===== src/rtl/mos_pkg.sv =====
`timescale 1ns / 1ps
// ----------------------------------------------------------------------------
// mos_pkg: shared types for the sample median block
// Word type of one sample and the control group that steers the cell row.
// ----------------------------------------------------------------------------
package mos_pkg;

    localparam int WORD_W = 32;
    localparam int CFG_W  = 5;

    typedef logic signed [WORD_W-1:0] mos_word_t;
    typedef logic [CFG_W-1:0]         mos_cfg_t;

    // Row-wide command: load a new sample in sorted place, or move every
    // cell one place toward cell 0.
    typedef struct packed {
        logic insert;
        logic shift;
    } mos_cell_ctrl_t;

endpackage


===== src/rtl/mos_sample_if.sv =====
`timescale 1ns / 1ps
// ----------------------------------------------------------------------------
// mos_sample_if: sample request channel
// Valid/ready channel that carries one signed converter sample.
// ----------------------------------------------------------------------------
interface mos_sample_if;
    logic               valid;
    logic               ready;
    mos_pkg::mos_word_t sample;

    modport source (output valid, output sample, input ready);
    modport sink   (input valid, input sample, output ready);
endinterface


===== src/rtl/mos_median_if.sv =====
`timescale 1ns / 1ps
// ----------------------------------------------------------------------------
// mos_median_if: median result channel
// Valid/ready channel that carries one signed median.
// ----------------------------------------------------------------------------
interface mos_median_if;
    logic               valid;
    logic               ready;
    mos_pkg::mos_word_t median;

    modport source (output valid, output median, input ready);
    modport sink   (input valid, input median, output ready);
endinterface


===== src/rtl/median_of_samples.sv =====
`timescale 1ns / 1ps
// ----------------------------------------------------------------------------
// median_of_samples: streaming median over sets of signed samples
// Sorts each set into a row of insertion cells and reports its median.
// ----------------------------------------------------------------------------
//
//  channel          dir  handshake       payload
//  sample_stream    in   valid / ready   sample  [31:0] signed
//  median_stream    out  valid / ready   median  [31:0] signed
//  cfg              in   cfg_wr_en       cfg_wr_data [4:0]  (samples per set)
//
// A sample that does not complete a set is taken without ready going low; the next one
// may follow at once. A completing sample holds ready low while the cell row
// shifts the lower middle element into cell 0, where any shift is needed, and
// while the block passes through its sum and emit states.
// The emit cycle waits while the output register still holds an untaken
// median. Reset empties the set and sets the set size to 16; the cell
// contents are not cleared, since only places below the fill count are read.
// ----------------------------------------------------------------------------
module median_of_samples #(
    parameter int MAX_SAMPLES = 16
) (
    input  logic               clk,
    input  logic               rst_n,
    mos_sample_if.sink         sample_stream,
    mos_median_if.source       median_stream,
    input  logic               cfg_wr_en,
    input  mos_pkg::mos_cfg_t  cfg_wr_data
);

    localparam int CW = $clog2(MAX_SAMPLES + 1);           // fill count width
    localparam int SW = (CW > mos_pkg::CFG_W) ? CW : mos_pkg::CFG_W;
    localparam logic [SW-1:0] MAX_S = SW'(MAX_SAMPLES);

    typedef enum logic [3:0] {
        ST_IDLE  = 4'b0001,
        ST_SHIFT = 4'b0010,
        ST_SUM   = 4'b0100,
        ST_EMIT  = 4'b1000
    } state_t;

    state_t             state_reg, state_next;
    mos_pkg::mos_cfg_t  size_cfg_reg, size_cfg_next;
    logic [CW-1:0]      count_reg, count_next;
    logic [CW-1:0]      shift_cnt_reg, shift_cnt_next;
    logic [32:0]        sum_reg, sum_next;
    logic               odd_reg, odd_next;
    logic               out_valid_reg, out_valid_next;
    mos_pkg::mos_word_t median_reg, median_next;

    mos_pkg::mos_cell_ctrl_t ctrl;
    logic                    accept;
    logic                    can_insert;
    logic [CW-1:0]           count_inc;
    logic [CW-1:0]           half_idx;
    logic [SW-1:0]           set_size;
    logic                    set_done;
    logic                    out_free;
    logic [32:0]             rounded;

    logic               gt_w    [MAX_SAMPLES];
    mos_pkg::mos_word_t value_w [MAX_SAMPLES];

    // ------------------------------------------------------------------
    // Cell row: cell i holds the i-th smallest sample of the set.
    // ------------------------------------------------------------------
    for (genvar i = 0; i < MAX_SAMPLES; i++)
    begin : g_cell
        logic               prev_gt;
        mos_pkg::mos_word_t prev_value;
        mos_pkg::mos_word_t next_value;

        if (i == 0)
        begin : g_head
            assign prev_gt    = 1'b0;
            assign prev_value = '0;
        end
        else
        begin : g_body
            assign prev_gt    = gt_w[i-1];
            assign prev_value = value_w[i-1];
        end

        if (i == MAX_SAMPLES - 1)
        begin : g_last
            assign next_value = '0;
        end
        else
        begin : g_inner
            assign next_value = value_w[i+1];
        end

        mos_cell u_cell (
            .clk        (clk),
            .ctrl       (ctrl),
            .occupied   (CW'(i) < count_reg),
            .is_tail    (CW'(i) == count_reg),
            .sample     (sample_stream.sample),
            .prev_gt    (prev_gt),
            .prev_value (prev_value),
            .next_value (next_value),
            .gt         (gt_w[i]),
            .value      (value_w[i])
        );
    end

    // ------------------------------------------------------------------
    // Set size: zero counts as one, anything above the row saturates.
    // ------------------------------------------------------------------
    always_comb
    begin
        set_size = SW'(size_cfg_reg);
        if (size_cfg_reg == '0)
        begin
            set_size = SW'(1);
        end
        if (set_size > MAX_S)
        begin
            set_size = MAX_S;
        end
    end

    assign accept     = sample_stream.valid && sample_stream.ready;
    assign can_insert = count_reg < CW'(MAX_SAMPLES);
    assign count_inc  = can_insert ? count_reg + CW'(1) : count_reg;
    assign set_done   = SW'(count_inc) >= set_size;
    // Shifts needed to bring the lower middle element into cell 0.
    assign half_idx   = (count_inc - CW'(1)) >> 1;
    assign out_free   = !out_valid_reg || median_stream.ready;

    // Halve toward zero: bias a negative sum by one before the arithmetic shift.
    assign rounded = sum_reg + {32'd0, sum_reg[32]};

    assign ctrl.insert = accept && can_insert;
    assign ctrl.shift  = (state_reg == ST_SHIFT);

    assign sample_stream.ready = (state_reg == ST_IDLE);
    assign median_stream.valid = out_valid_reg;
    assign median_stream.median = median_reg;

    always_comb
    begin
        state_next     = state_reg;
        size_cfg_next  = cfg_wr_en ? cfg_wr_data : size_cfg_reg;
        count_next     = count_reg;
        shift_cnt_next = shift_cnt_reg;
        sum_next       = sum_reg;
        odd_next       = odd_reg;
        out_valid_next = out_valid_reg;
        median_next    = median_reg;

        // Drop the held median once the sink takes it.
        if (median_stream.ready)
        begin
            out_valid_next = 1'b0;
        end

        unique case (state_reg)
            ST_IDLE:
            begin
                if (accept)
                begin
                    if (set_done)
                    begin
                        // Empty the set now; the row keeps its values for readout.
                        count_next     = '0;
                        odd_next       = count_inc[0];
                        shift_cnt_next = half_idx;
                        state_next     = (half_idx == '0) ? ST_SUM : ST_SHIFT;
                    end
                    else
                    begin
                        count_next = count_inc;
                    end
                end
            end
            ST_SHIFT:
            begin
                shift_cnt_next = shift_cnt_reg - CW'(1);
                if (shift_cnt_reg == CW'(1))
                begin
                    state_next = ST_SUM;
                end
            end
            ST_SUM:
            begin
                // Odd set: double the middle so the common halving returns it.
                if (odd_reg)
                begin
                    sum_next = {value_w[0], 1'b0};
                end
                else if (MAX_SAMPLES > 1)
                begin
                    sum_next = {value_w[0][31], value_w[0]}
                             + {value_w[MAX_SAMPLES > 1 ? 1 : 0][31],
                                value_w[MAX_SAMPLES > 1 ? 1 : 0]};
                end
                state_next = ST_EMIT;
            end
            ST_EMIT:
            begin
                if (out_free)
                begin
                    median_next    = mos_pkg::mos_word_t'(rounded[32:1]);
                    out_valid_next = 1'b1;
                    state_next     = ST_IDLE;
                end
            end
            default:
            begin
                state_next = ST_IDLE;
            end
        endcase
    end

    always_ff @(posedge clk or negedge rst_n)
    begin
        if (!rst_n)
        begin
            state_reg     <= ST_IDLE;
            size_cfg_reg  <= mos_pkg::mos_cfg_t'(16);
            count_reg     <= '0;
            shift_cnt_reg <= '0;
            odd_reg       <= 1'b0;
            out_valid_reg <= 1'b0;
        end
        else
        begin
            state_reg     <= state_next;
            size_cfg_reg  <= size_cfg_next;
            count_reg     <= count_next;
            shift_cnt_reg <= shift_cnt_next;
            odd_reg       <= odd_next;
            out_valid_reg <= out_valid_next;
        end
    end

    always_ff @(posedge clk)
    begin
        sum_reg    <= sum_next;
        median_reg <= median_next;
    end

endmodule


===== src/rtl/mos_cell.sv =====
`timescale 1ns / 1ps
// ----------------------------------------------------------------------------
// mos_cell: one place of the sorted insertion row
// Holds one sample; takes the new sample, its left neighbor or its right
// neighbor depending on the row command and the neighbor compare.
// ----------------------------------------------------------------------------
module mos_cell (
    input  logic                    clk,
    input  mos_pkg::mos_cell_ctrl_t ctrl,
    input  logic                    occupied,
    input  logic                    is_tail,
    input  mos_pkg::mos_word_t      sample,
    input  logic                    prev_gt,
    input  mos_pkg::mos_word_t      prev_value,
    input  mos_pkg::mos_word_t      next_value,
    output logic                    gt,
    output mos_pkg::mos_word_t      value
);

    mos_pkg::mos_word_t value_reg;
    mos_pkg::mos_word_t value_next;

    // Strictly greater: equal samples stay ahead of the newcomer.
    assign gt    = occupied && (value_reg > sample);
    assign value = value_reg;

    always_comb
    begin
        value_next = value_reg;
        if (ctrl.shift)
        begin
            value_next = next_value;
        end
        else if (ctrl.insert && (gt || is_tail))
        begin
            // Move the left neighbor in when it also yields, else take the sample.
            value_next = prev_gt ? prev_value : sample;
        end
    end

    always_ff @(posedge clk)
    begin
        value_reg <= value_next;
    end

endmodule


===== src/flat_wrapper.sv =====
// flat-port wrapper written by rule: the top's interface ports become plain ports
module median_of_samples_flat 
#(
    parameter int MAX_SAMPLES = 16
)
  (clk, rst_n, cfg_wr_en, cfg_wr_data, sample_stream_valid, sample_stream_sample, sample_stream_ready, median_stream_valid, median_stream_median, median_stream_ready);
  mos_sample_if sample_stream_i ();
  mos_median_if median_stream_i ();
  input  logic clk;
  input  logic rst_n;
  input  logic cfg_wr_en;
  input  mos_pkg::mos_cfg_t cfg_wr_data;
  input wire logic [$bits(sample_stream_i.valid)-1:0] sample_stream_valid;
  input wire logic [$bits(sample_stream_i.sample)-1:0] sample_stream_sample;
  output wire logic [$bits(sample_stream_i.ready)-1:0] sample_stream_ready;
  output wire logic [$bits(median_stream_i.valid)-1:0] median_stream_valid;
  output wire logic [$bits(median_stream_i.median)-1:0] median_stream_median;
  input wire logic [$bits(median_stream_i.ready)-1:0] median_stream_ready;
  assign sample_stream_i.valid = sample_stream_valid;
  assign sample_stream_i.sample = sample_stream_sample;
  assign sample_stream_ready = sample_stream_i.ready;
  assign median_stream_valid = median_stream_i.valid;
  assign median_stream_median = median_stream_i.median;
  assign median_stream_i.ready = median_stream_ready;
  median_of_samples #(.MAX_SAMPLES(MAX_SAMPLES)) u_core (.clk(clk), .rst_n(rst_n), .sample_stream(sample_stream_i), .median_stream(median_stream_i), .cfg_wr_en(cfg_wr_en), .cfg_wr_data(cfg_wr_data));
endmodule

===== config.mk =====
export PLATFORM = sky130hd
export DESIGN_NAME = median_of_samples_flat
export DESIGN_NICKNAME = d
export VERILOG_FILES = /design/src/rtl/mos_pkg.sv /design/src/rtl/mos_sample_if.sv /design/src/rtl/mos_median_if.sv /design/src/rtl/median_of_samples.sv /design/src/rtl/mos_cell.sv /design/src/flat_wrapper.sv
export SDC_FILE = /design/constraint.sdc
export NUM_CORES = 2
export LEC_CHECK = 0
export BUFFER_PORTS_ARGS = -buffer_cell sky130_fd_sc_hd__clkbuf_2
export CAP_MARGIN = 40
export CELL_PAD_IN_SITES_DETAIL_PLACEMENT = 2
export CELL_PAD_IN_SITES_GLOBAL_PLACEMENT = 2
export CORE_MARGIN = 2
export CORE_UTILIZATION = 40
export DETAILED_ROUTE_END_ITERATION = 8
export PLACE_DENSITY_LB_ADDON = 0.08
export SLEW_MARGIN = 10
export SYNTH_ARGS = -nofsm -noshare
export SYNTH_HDL_FRONTEND = slang
export SYNTH_SLANG_ARGS = --single-unit
export TNS_END_PERCENT = 10

===== constraint.sdc =====
create_clock -name clk -period 8.3 [get_ports clk]
set_clock_uncertainty 0.15 [all_clocks]
set_input_delay 0 -clock clk [delete_from_list [all_inputs] [get_ports clk]]
set_output_delay 0 -clock clk [all_outputs]
set_load 0.02 [all_outputs]

**Word-level counts from Yosys, hierarchy flattened**

Cells that the tools add are included.
Widths: inputs -> output; s select.

- Reductions and logical operators: 76
- Add/sub/neg operators: 5
- Multiplexer cells: 62
- $lt $le $gt $ge: 35
- Eq/ne operators: 24

Operators by type and width:

| operator | count |
|---|---|
| $mux 32 | 45 |
| $gt 32x32->1 | 16 |
| $eq 4x5->1 const A | 8 |
| $lt 4x5->1 const A | 8 |
| $logic_and 1x1->1 | 34 |
| $add 32x32->33 | 1 |
| $add 33x1->33 | 1 |
| $mux 33 | 1 |
| $reduce_bool 2->1 | 16 |
| $mux 5 | 6 |
| $eq 3x5->1 const A | 4 |
| $lt 3x5->1 const A | 4 |
| $logic_or 1x1->1 | 17 |
| $mux 4 | 4 |
| $pmux 4 s4 | 1 |
| $logic_not 5->1 | 3 |
| $eq 2x5->1 const A | 2 |
| $lt 1x5->1 const A | 2 |
| $lt 2x5->1 const A | 2 |
| $pmux 5 s2 | 1 |
| $sub 5x1->5 const B | 2 |
| $ne 2x2->1 const B | 3 |
| $reduce_and 3->1 | 2 |
| $add 5x1->5 const B | 1 |
| 15 further kinds | 18 |

- Output and inout bits: 34
- Input bits: 42
- Word-level logic and storage cells: 227
- Flip-flop bits (word level): 598

**Longest topological paths before layout**

- Word-level depth: 8
- Mapped depth: 14
- Gate-level depth less buffers: 13

**Modules after synthesis**

From an unflattened synthesis, not the netlist that was laid out.

- Cells, all modules: 4,844
- Area total of the unflattened synthesis: 45,757.6 µm²

By module, submodules not included:

| module | sequential area each (µm²) | times used | area each (µm²) | cells each |
|---|---|---|---|---|
| mos_cell | 960.9 | 16 | 2,477.4 | 261 |
| median_of_samples | 2,479.9 | 1 | 6,119.6 | 668 |

**Worst setup path before layout**

Ideal clock, no wire load.

- Path kind: input to register
- Start point: in sample_stream_sample[17]
- End point: reg u_core.g_cell[11].u_cell.value_reg[0] (enable)
- Library setup time: 0.466 ns
- Required time: 7.684 ns
- Data arrival time: 5.031 ns
- Slack: 2.654 ns
- Buffers on the path: 2
- Cell stages on the path: 13
- Path through: clkbuf_1 inv_1 ha_1 a21o_1 a21o_1 a21oi_1 o21ai_0 a211o_1 a21oi_1 mux2i_1 buf_2 a21oi_1 o21ai_0

- Cells in the longest elaborated chain, start to end: 5

RTL lines:

| what | RTL line | RTL |
|---|---|---|
| from (decl) | flat_wrapper.sv:14 | `input wire logic [$bits(sample_stream_i.sample)-1:0] sample_stream_sample;` |
| $gt 32x32->1 | mos_cell.sv:24 | `assign gt = occupied && (value_reg > sample);` |
| $logic_and 1x1->1 | mos_cell.sv:24 |  |
| $logic_or 1x1->1 | mos_cell.sv:34 | `else if (ctrl.insert && (gt \|\| is_tail))` |
| $logic_and 1x1->1 | mos_cell.sv:34 |  |
| $reduce_bool 2->1 (no source line) | -- |  |
| to (signal assigned) | mos_cell.sv:43 | `value_reg <= value_next;` |
| to (decl) | mos_cell.sv:20 | `mos_pkg::mos_word_t value_reg;` |

Every way passes these cells.
A chain may end at the register's enable or synchronous reset.

**Worst setup path after layout**

- Start point: in sample_stream_sample[13]
- End point: reg u_core.g_cell[2].u_cell.value_reg[5] (enable)

- Cells in the longest elaborated chain, start to end: 5

RTL lines:

| what | RTL line |
|---|---|
| $gt 32x32->1 | mos_cell.sv:24 |
| $logic_and 1x1->1 | mos_cell.sv:24 |
| $logic_or 1x1->1 | mos_cell.sv:34 |
| $logic_and 1x1->1 | mos_cell.sv:34 |
| $reduce_bool 2->1 (no source line) | -- |
| to (signal assigned) | mos_cell.sv:43 |
| to (decl) | mos_cell.sv:20 |

Every way passes these cells.

==> out/qor_table.md <==
| Stage | Metric | Reported |
|:---|:---|:---|
| setup path | Critical path start-end classification | input port to flop |
| sta | Slew at the pin closest to its max-slew limit | 1.07 ns |
| clock network | Total number of clock tree sinks | 598 |
| yosys | Area share of xor/xnor cells in the synthesized design | 0.0138 |
| routing | DRT Wirelength | 140 mm |
| yosys | Dominant cells by area after synthesis | sky130_fd_sc_hd__edfxtp_1, sky130_fd_sc_hd__ha_1, sky130_fd_sc_hd__mux2i_1 |
| floorplan | Die Span X | 328 um |
| floorplan | Height of the die | 328 um |
| clock network | CTS H-tree lvls | 3 |
| sta | Hold_ws | 0.0469 ns |
| layout | Max reg flops | 512 |
| yosys | Unique cell type count in the Yosys netlist | 77 |
| yosys | Simple-gate share of the synthesized area | 0.108 |
| layout | Fill cell instance count of the final layout | 10,848 |
| yosys | Synthesized-area fraction occupied by ao, oa, aoi and oai cells | 0.158 |
| setup path | CP Max Fanout | 34 |
| setup path | Crit path capture type | flop |
| yosys | Synth Area in Adders | 0.157 |
| routing | Initial DRC Count | 1,822 |
| setup path | Arrival time worst endpoint | 5.18 ns |
| flow run | Max-capacitance violation count | 0 |
| layout | Most frequent standard cell in the layout excluding fill and tap cells | sky130_fd_sc_hd__nand2_1 |
| floorplan | Starting density of the core | 0.404 |
| floorplan | Die Area | 107,000 um^2 |
| setup path | CP required | 8.44 ns |
| layout | Area of combinational cells with multiple inputs | 23,400 um^2 |
| global routing | Global route overflow | 0 |
| setup path | Kind of launch point of the worst setup path | input port |
| global routing | Wire length of the first global-routing pass | 218 mm |
| sta | Period utilization | 0.607 |
| clock network | Hold-fix buffers at CTS | 53 |
| sta | Setup_tns | 0 ns |
| routing | Total via count after detailed routing | 32,950 |
| sta | Final critical delay including setup and external delays | 5.04 ns |
| yosys | Area of the mapped netlist | 41,900 um^2 |
| yosys | Number of synthesized flops with an enable pin | 545 |
| sta | Max_slew headroom | 0.288 |
| placed design | Post-DP HPWL | 105 mm |
| global routing | Overall routing resource usage | 0.261 |
| yosys | Synth area leader | sky130_fd_sc_hd__edfxtp_1 |
| yosys | Fraction of registers with async set or reset after synthesis | 0.0351 |
| setup path | Cell family with the largest share of critical-path delay | buffers and inverters |
| setup path | Highest-delay cell along the critical path | sky130_fd_sc_hd__nor4_1 |
| sta | Final-report max-slew violation count | 0 |
| power and ir drop | Power per cell area | 311 nW/um^2 |
| yosys | Fraction of post-synthesis cell area in the top cell type by area | 0.391 |
| layout | Share of post-route cells with drive strength above 1 | 0.0706 |
| floorplan | Top-level port count | 76 |
| yosys | Mean area per synthesized cell | 10.2 um^2 |
| setup path | Count of buffer and inverter cells on the critical path | 5 |
| clock network | Max Buffers Root-to-Sink | 3 |
| power and ir drop | Leakage power summed over all cells | 18.2 nW |
| layout | Final core occ | 0.453 |
| routing | DRC | 0 |
| clock network | Number of buffers added by the clock tree synthesis step | 77 |
| power and ir drop | Worst ir drop on vdd | 178 uV |
| global routing | Pin count of the biggest net entering global routing | 228 |
| yosys | Number of synthesis warnings | 0 |
| status | Run status | finished, final reports clean |
| routing | Final antenna-violating net count | 0 |
| yosys | Fraction of the yosys area taken by sequential cells | 0.418 |
| floorplan | Placement Rows | 118 |
| setup path | Ordered list of cells on the worst path | dlygate4sd3_1, clkbuf_2, inv_1, ha_1, nand4_1, nor4_1, o21ai_0, a31oi_1, o21ai_0, a21boi_4, buf_4, a21oi_1, o21ai_4, buf_4 |
| global routing | Initial antenna violation count | 1 |
| clock network | Cell chosen for the clock root | sky130_fd_sc_hd__clkbuf_16 |
| clock network | Clock-pin slew on the worst setup and hold paths | 0.06 ns |
| routing | WL/cell | 25.0 um |
| sta | Achievable Freq | 199 MHz |
| hold path | Worst hold path type | input port to flop |
| placed design | Last weighted congestion value of the routability-driven placer | 0.865 |
| routing | Number of iterations in the first detailed-routing pass | 5 |
| layout | Area growth, synth to finish | 12.1% |
| sta | Count of endpoints failing setup in the final report | 0 |
| floorplan | Floorplan core area | 104,000 um^2 |
| yosys | Dominant synthesized flop cell | sky130_fd_sc_hd__edfxtp_1 |
| layout | Layout net count | 4,743 |
| global routing | Via count of the first global-routing pass | 35,942 |
| clock network | Clock insertion delay at the later pin of the skew report | 0.66 ns |
| yosys | Combinational family with the most area after synthesis | compound AO/OA/AOI/OAI gates |
| yosys | Multiplexer area fraction after synthesis | 0.115 |
| layout | Register area | 17,500 um^2 |
| clock network | Clock tree from TritonCTS | yes |
| placed design | Count of input and output buffers | 75 |
| sta | Final-report hold violation count | 0 |
| routing | Average via count per standard cell | 5.86 |
| clock network | Post_cts resized | 0 |
| yosys | #FFs+latches synth | 598 |
| yosys | Net count after synthesis | 4,694 |
| yosys | Number of instances in the synthesized netlist | 4,126 |
| setup path | Stage delay of the slowest cell on the critical path | 0.62 ns |
| sta | Unrepaired setup endpoints after global routing | no |
| layout | Most used cells in the layout excluding fill and tap cells | sky130_fd_sc_hd__nand2_1, sky130_fd_sc_hd__edfxtp_1, sky130_fd_sc_hd__ha_1, sky130_fd_sc_hd__mux2i_1, sky130_fd_sc_hd__o21ai_0 |
| clock network | Post-CTS repair timing setup buffer count | 0 |
==> synth_stat cells, types with 7 or more instances <==
library cell,instances
sky130_fd_sc_hd__nor3_1,26
sky130_fd_sc_hd__xor2_1,24
sky130_fd_sc_hd__or3_1,7
sky130_fd_sc_hd__dfxtp_1,32
sky130_fd_sc_hd__edfxtp_1,545
sky130_fd_sc_hd__nand4_1,105
sky130_fd_sc_hd__o21ai_1,249
sky130_fd_sc_hd__buf_2,36
sky130_fd_sc_hd__o21a_1,22
sky130_fd_sc_hd__a21o_1,128
sky130_fd_sc_hd__o221ai_1,11
sky130_fd_sc_hd__inv_1,78
sky130_fd_sc_hd__xnor2_1,42
sky130_fd_sc_hd__mux2i_1,475
sky130_fd_sc_hd__nor2_1,85
sky130_fd_sc_hd__nor2b_1,35
sky130_fd_sc_hd__ha_1,525
sky130_fd_sc_hd__a31oi_1,16
sky130_fd_sc_hd__a211oi_1,16
sky130_fd_sc_hd__nand2_1,613
sky130_fd_sc_hd__o21ai_0,377
sky130_fd_sc_hd__a221oi_1,12
sky130_fd_sc_hd__and3_1,13
sky130_fd_sc_hd__a21oi_1,222
sky130_fd_sc_hd__nor4_1,13
sky130_fd_sc_hd__dfrtp_1,19
sky130_fd_sc_hd__o211ai_1,26
sky130_fd_sc_hd__nand3_1,52
sky130_fd_sc_hd__and4_1,7
sky130_fd_sc_hd__buf_4,7
sky130_fd_sc_hd__a211o_1,7
sky130_fd_sc_hd__clkbuf_1,166
sky130_fd_sc_hd__nand2b_1,17
sky130_fd_sc_hd__o31ai_1,12
==> where the power goes <==
part	switching, mW	total [mW]	internal [mW]	leakage [nW]
Sequential	0.727	5.18	4.45	5.50
Clock	1.40	3.36	1.96	1.21
Combinational	3.75	6.06	2.31	11.5
Total	5.88	14.6	8.72	18.2
==> final cells by class <==
class | instances | share of cell area
tap | 1380 | 0.0368
inverter | 79 | 0.00631
antenna | 1 | 0.0000533
clock inverter | 32 | 0.00568
multi-input combinational | 3229 | 0.499
sequential | 598 | 0.373
clock buffer | 110 | 0.0465
timing repair buffer | 190 | 0.0325
==> logic make-up (layout without fill, tap and decap cells) <==
family / Yosys count / count (layout)
mux: 482 / 482
compound gates: 1148 / 1148
xor+xnor: 66 / 66
fa+ha+maj: 526 / 526
flops: 598 / 598
buf+inv: 299 / 411
simple gates: 1007 / 1007
other cells: 0 / 1
==> per-stage QoR <==
step | instances | total power, mW | setup slack (ns) | area, um^2
global placement | 5410 | 11.0 | 2.97 | 43800
CTS | 5617 | 14.7 | 3.33 | 46900
detailed placement | 5422 | 11.3 | 3.21 | 44000
finish | 5619 | 14.6 | 3.26 | 47000
global route | 5619 | 15.5 | 3.11 | 47000
floorplan | 4126 | 9.21 | 2.65 | 41900
==> worst paths after layout <==
check	from	end	slack, ns	cells past startpoint
max in group asynchronous	rst_n	u_core.odd_reg	6.65	5
min in group asynchronous	rst_n	u_core.size_cfg_reg[4]	0.38	3
hold / removal	sample_stream_sample[0]	u_core.g_cell[15].u_cell.value[0]	0.05	3
setup / recovery	sample_stream_sample[13]	u_core.g_cell[2].u_cell.value[5]	3.26	14
hold reg to reg	u_core.g_cell[15].u_cell.value[7]	u_core.g_cell[14].u_cell.value[7]	0.38	2
setup reg to reg	u_core.g_cell[1].u_cell.value[9]	u_core.g_cell[1].u_cell.value[18]	3.67	12
==> metal layers <==
metal,vias to the layer above,GRT usage,share of wire
met5,-,0,0
met4,0,0.0906,0.035
met3,215,0.0226,0.021
met2,438,0.443,0.48
met1,16681,0.348,0.47
li1,15616,-,-
==> worst reg2reg max path, delay by kind of cell, from the launching register on <==
kind                     cells  cell delay [ns]
AO/OA/AOI/OAI                7             1.63
adder cells (fa/ha/maj)      1             0.34
buffers and inverters        2             0.89
flip-flops                   1             0.48
multiplexers                 1             0.29
AND/OR/NAND/NOR              1             0.53
No activity file was read; power rests on OpenSTA's default activity.
